$ cat src/rtl/hslm_pkg.sv
// Shared types, codes and hash helpers for the hashed source location map.
package hslm_pkg;

  // Multipliers of the xorshift-multiply key hash
  localparam logic [31:0] HASH_MUL_A = 32'h7feb352d;
  localparam logic [31:0] HASH_MUL_B = 32'h846ca68b;

  // Item command codes
  typedef enum logic {
    CMD_ADD = 1'b0,
    CMD_GET = 1'b1
  } cmd_e;

  // Result status codes
  typedef enum logic [2:0] {
    ST_UPDATED   = 3'd0,
    ST_INSERTED  = 3'd1,
    ST_FOUND     = 3'd2,
    ST_NOT_FOUND = 3'd3,
    ST_FULL      = 3'd4
  } status_e;

  // Commands from the controller to the datapath
  typedef struct packed {
    logic    item_load;    // capture the input beat
    logic    probe_start;  // read the slot at the hash start
    logic    probe_next;   // step to the next slot
    logic    clear_wr;     // mark the current slot empty
    logic    insert;       // append entry, claim current empty slot
    logic    update;       // overwrite the hit entry
    logic    fetch;        // read the hit entry
    logic    res_set;      // latch the result status
    status_e res_status;
    logic    out_load;     // move the result into the output register
  } ctl_t;

  // Status from the datapath to the controller
  typedef struct packed {
    logic ref_zero;    // slot just read is empty
    logic key_match;   // slot key equals the item key
    logic probe_last;  // every slot has been visited
    logic addr_last;   // slot address at the top of the table
    logic full;        // load rule refuses a new key
    logic is_get;      // item is a lookup
    logic out_free;    // output register can take a result
  } sts_t;

  // x ^ (x >> 16)
  function automatic logic [31:0] mix_fold16(input logic [31:0] x);
    mix_fold16 = x ^ (x >> 16);
  endfunction

  // x ^ (x >> 15)
  function automatic logic [31:0] mix_fold15(input logic [31:0] x);
    mix_fold15 = x ^ (x >> 15);
  endfunction

endpackage

$ cat src/rtl/hslm_ctrl.sv
// Controller of the hashed source location map: clear pass, hash wait, probe walk.
module hslm_ctrl (
  input  logic           clk_i,
  input  logic           rst_ni,
  input  logic           in_valid_i,
  output logic           in_ready_o,
  input  hslm_pkg::sts_t sts_i,
  output hslm_pkg::ctl_t ctl_o
);

  typedef enum logic [2:0] {
    S_CLEAR,
    S_IDLE,
    S_HASH1,
    S_HASH2,
    S_START,
    S_PROBE,
    S_DONE
  } state_e;

  state_e state_q, state_d;
  logic   rdy_q;

  // Next state and commands
  always_comb begin
    state_d = state_q;
    ctl_o   = '0;
    ctl_o.res_status = hslm_pkg::ST_NOT_FOUND;
    case (state_q)
      S_CLEAR: begin
        ctl_o.clear_wr   = 1'b1;
        ctl_o.probe_next = 1'b1;
        if (sts_i.addr_last) begin
          state_d = S_IDLE;
        end
      end
      S_IDLE: begin
        ctl_o.item_load = in_valid_i & rdy_q;
        if (in_valid_i && rdy_q) begin
          state_d = S_HASH1;
        end
      end
      S_HASH1: state_d = S_HASH2;
      S_HASH2: state_d = S_START;
      S_START: begin
        ctl_o.probe_start = 1'b1;
        state_d = S_PROBE;
      end
      S_PROBE: begin
        if (sts_i.ref_zero || (!sts_i.key_match && sts_i.probe_last)) begin
          // key absent
          ctl_o.res_set = 1'b1;
          state_d = S_DONE;
          if (sts_i.is_get) begin
            ctl_o.res_status = hslm_pkg::ST_NOT_FOUND;
          end else if (sts_i.full) begin
            ctl_o.res_status = hslm_pkg::ST_FULL;
          end else begin
            ctl_o.insert     = 1'b1;
            ctl_o.res_status = hslm_pkg::ST_INSERTED;
          end
        end else if (sts_i.key_match) begin
          // key present
          ctl_o.res_set = 1'b1;
          state_d = S_DONE;
          if (sts_i.is_get) begin
            ctl_o.fetch      = 1'b1;
            ctl_o.res_status = hslm_pkg::ST_FOUND;
          end else begin
            ctl_o.update     = 1'b1;
            ctl_o.res_status = hslm_pkg::ST_UPDATED;
          end
        end else begin
          ctl_o.probe_next = 1'b1;
        end
      end
      S_DONE: begin
        if (sts_i.out_free) begin
          ctl_o.out_load = 1'b1;
          state_d = S_IDLE;
        end
      end
      default: state_d = S_IDLE;
    endcase
  end

  // State and registered ready
  always_ff @(posedge clk_i or negedge rst_ni) begin
    if (!rst_ni) begin
      state_q <= S_CLEAR;
      rdy_q   <= 1'b0;
    end else begin
      state_q <= state_d;
      rdy_q   <= (state_d == S_IDLE);
    end
  end

  assign in_ready_o = rdy_q;

endmodule

$ cat config.mk
export PLATFORM = sky130hd
export DESIGN_NAME = hslm_ctrl
export DESIGN_NICKNAME = d
export VERILOG_FILES = /design/src/rtl/hslm_pkg.sv /design/src/rtl/hslm_ctrl.sv
export SDC_FILE = /design/constraint.sdc
export NUM_CORES = 1
export LEC_CHECK = 0
export ABC_CLOCK_PERIOD_IN_PS = 2500
export BUFFER_PORTS_ARGS = -buffer_cell sky130_fd_sc_hd__buf_2
export CORE_AREA = 3 3 40 42
export CTS_CLUSTER_SIZE = 20
export DETAILED_ROUTE_END_ITERATION = 8
export DIE_AREA = 0 0 43 45
export PLACE_DENSITY = 0.58
export SLEW_MARGIN = 5
export SYNTH_ARGS = -nofsm -noshare
export SYNTH_HDL_FRONTEND = slang
export SYNTH_SLANG_ARGS = --single-unit
$ cat constraint.sdc
create_clock -name clk_i -period 2.5 [get_ports clk_i]
set_input_delay 0.375 -clock clk_i [delete_from_list [all_inputs] [get_ports clk_i]]
set_output_delay 0.375 -clock clk_i [all_outputs]
set_load 0.01 [all_outputs]
# After elaboration in Yosys (flattened, before gate mapping)

Cells that the tools add are included.

Bits in registers: 4
Input bits: 10
Output and inout port bits: 13
Logic and storage cells: 41

Equal/unequal tests: 7
Multiplexer cells: 26
Bitwise logic cells: 1
Reductions and logical operators: 5

Operator list:

| kind                 | count |
|---|---|
| $mux W3              | 7 |
| $pmux W3 S7          | 1 |
| $mux W1              | 12 |
| $eq A3 B3 Y1 const B | 3 |
| $mux W7              | 1 |
| $eq A3 B1 Y1 const B | 2 |
| $eq A3 B2 Y1 const B | 2 |
| $mux W6              | 1 |
| $mux W2              | 2 |
| $mux W4              | 1 |
| $logic_not A3 Y1     | 1 |
| $logic_and A1 B1 Y1  | 2 |
| $pmux W1 S2          | 1 |
| $and A1 B1 Y1        | 1 |
| $logic_not A1 Y1     | 1 |
| $logic_or A1 B1 Y1   | 1 |

# Depth between registers and ports, before layout

Word-level depth: 6
Depth in mapped cells: 5
Depth with buffers taken out: 4

# Worst setup path before layout

No wires, ideal clock.

Path type: reg-to-output
Start: register state_q[1]
End: output port ctl_o[9] (netlist bit)
Arrival: 1.100 ns
Required time: 2.125 ns
Path slack: 1.025 ns
Cell stages (with the launch flop): 4
Buffers on the path: 1
Cell sequence: dfrtp_1 -> buf_6 -> nor3_1 -> o21bai_1

RTL lines:

| what                   | line            | text |
|---|---|---|
| from (decl)            | hslm_ctrl.sv:21 | `state_e state_q, state_d;` |
| from (signal assigned) | hslm_ctrl.sv:93 | `state_q <= state_d;` |
| to (decl)              | hslm_ctrl.sv:8  | `output hslm_pkg::ctl_t ctl_o` |

==> flow_summary.yaml <==
run_status:
  outcome: "finished, final reports clean"
layout:
  nets: 83
  drive_gt1_frac: 0.479
  diodes: 0
  area_growth_pct: 31.9
  mostFrequentLayoutCells: "22 x buf_2, 6 x nand2_1, 4 x nor2_1, 4 x dfrtp_1"
  multi_input_area_sq_um: 274
  final_common_cell: "buf_2"
  final-seq-area_sq_um: 100
  nFillCells: 129
power:
  peakVddDrop_mv: 0.641
  swShare: 0.438
  p_seq_frac: 0.324
  p_leak_uw: 0.000282
  cellPowerDensity_nw_per_um2: 984
  p_clk_frac: 0.145
  p_sw_uw: 234
  combPwrFrac: 0.531
  intPower_uw: 300
grt:
  grt_max_degree: 14
  first_global_vias: 388
  grt_pass1_wl_mm: 1.60
  grt_overflow_total: 0
  antenna_found_initial: 0
  grt_use_total: 0.108
routing:
  ant_nets: 0
  avgRoutedWirePerCell_um: 11.1
  drt-total-wl_um: 951
  vias: 413
  drt_first_pass_iters: 2
  drtIter0Drc: 1
  drc: 0
  viasPerCell: 4.80
clocking:
  clkLatencyLatePin_ns: 0.23
  htreeDepth: 1
  postCtsResizedCells: 0
  clkSlewWorstSetupHoldPaths_ns: 0.03
  cts_tree: "done"
  cts_setup_buffers: 0
  cts_made_buffers: 3
  ctsLongestPathBuffers: 2
  cts_sinks: 4
  cts_root_buf: "clkbuf_4"
synthesis:
  ys_top_cells_by_area: "dfrtp_1 24%, buf_6 5.5%, nand2_1 5.5%"
  synth-seq-cells: 4
  synth_area_per_cell_sq_um: 8.58
  netlist_area_sq_um: 412
  yosysUniqueCellTypes: 29
  syn_inst: 48
  synth-seq-area-share: 0.243
  yosysTopAreaCell: "dfrtp_1"
  synth_warnings: 0
  yosysTopAreaCellShare: 0.243
  synth_fp_nets: 58
die:
  num_rows: 13
  io_pins: 23
  core_area_sq_um: 1280
  start_util: 0.320
  dieArea_sq_um: 1940
  die_y_um: 45
  die_w_um: 43
placement:
  place_ws_ns: 0.902
  gp_routability_congestion: 0.751
  portBuffers: 22
  hpwl_um: 741
sta:
  drv_slew: 0
  post-route-period-util: 0.728
  fmax_mhz: 549
  rsz0062_at_grt: "false"
  final.setup.tns_ns: 0
  setup_violations: 0
  tightest_slew_ns: 0.447
  min_period_ns: 1.82
  setup_slack_ns: 0.680
  fin_worst_skew_ns: 0.00559
  hold_viol: 0
  slew_headroom: 0.702
critical_path:
  worstSetupEndpointType: "output pin"
  worstPathArrival_ns: 1.45
  crit_path_max_fanout: 13
  startpoint_type: "flop"
  cp_data_required_time_ns: 2.12
  path_class: "flop to output pin"
job:
  drv_cap: 0
min_path:
  hold_class: "primary input to flop"
==> area by class of cell <==
cell class / instances / share of cell area
Multi-Input combinational cell: 39 / 0.505
Sequential cell: 4 / 0.184
Tap cell: 15 / 0.0346
Timing Repair Buffer: 23 / 0.221
Clock buffer: 3 / 0.0415
Inverter: 2 / 0.0138
==> worst paths after layout <==
path | start | endpoint | slack, ns | cells after the start
worst max-delay path | state_q[2] | ctl_o[7] | 0.68 | 5
min in group asynchronous | rst_ni | state_q[0] | 0.49 | 2
worst min-delay path | sts_i[0] | state_q[2] | 0.48 | 4
worst max register to register | state_q[0] | in_ready_o | 1.13 | 4
max in group asynchronous | rst_ni | state_q[2] | 1.89 | 2
worst min register to register | in_ready_o | state_q[0] | 0.65 | 3
==> registers in the layout (all words and copies together), names as in the netlist <==
register	cells
in_ready_o	1
state_q	3
==> repair_timing <==
item / in CTS / in global routing
endpoints found under the setup margin: 0 / 0
hold buffers: 1 / 0
hold endpoints to repair: 4 / 0
==> cell families after synthesis <==
family | Yosys count | share of synthesized area
and+or+nand+nor | 27 | 0.432
DFF | 4 | 0.243
AOI/OAI and AO/OA | 12 | 0.234
buffers and inverters | 5 | 0.0912
==> layer usage <==
| metal | vias up | GRT usage | routed length (um) |
|---|---|---|---|
| li1 | 218 | - | - |
| met1 | 185 | 0.131 | 399 |
| met2 | 10 | 0.183 | 476 |
| met3 | 0 | 0.0558 | 75 |
| met4 | 0 | 0 | 0 |
| met5 | - | 0 | 0 |
==> Yosys cell counts <==
cell type,n
buf_4,1
nor2_1,4
or2b_1,1
nand2b_1,1
a21oi_2,1
a21o_1,1
and4b_1,1
o21ai_2,1
and3b_1,1
o21ai_1,3
nor3_2,2
nor3_1,3
nor2b_1,1
o21bai_1,1
dfrtp_1,4
buf_6,2
or3_1,1
nor3b_1,1
o21ai_0,1
nor2_2,1
nand3b_4,1
nor3b_2,1
o22ai_2,1
and3_1,1
nand2_1,6
inv_1,2
o211ai_1,2
nand3b_1,1
o21ba_4,1
==> stage by stage <==
step	util	hold slack, ns	cell area [sq um]	instances	power (uW)
2_1_floorplan	-	0.0794	412	48	408
3_3_place_gp	0.397	0.184	510	82	458
3_5_place_dp	0.397	0.182	510	82	462
4_1_cts	0.423	0.469	543	86	545
5_1_grt	0.423	0.484	543	86	592
6_report	0.423	0.479	543	86	534
==> critical path: stages (launching register included) <==
cell	delay [ns]
dfrtp_1	0.61
nand3b_4	0.15
nor2_1	0.15
o21ai_1	0.10
nor2_1	0.08
buf_2	0.13
==> power groups by stage <==
stage	combinational (uW)	sequential (uW)	clock (uW)
final	284	173	77.4
after global placement	284	173	0
after CTS	289	174	82.2
after detailed placement	287	175	0
after floorplan	287	122	0
after global routing	316	185	90.9
No activity file was read; power rests on OpenSTA's default activity.
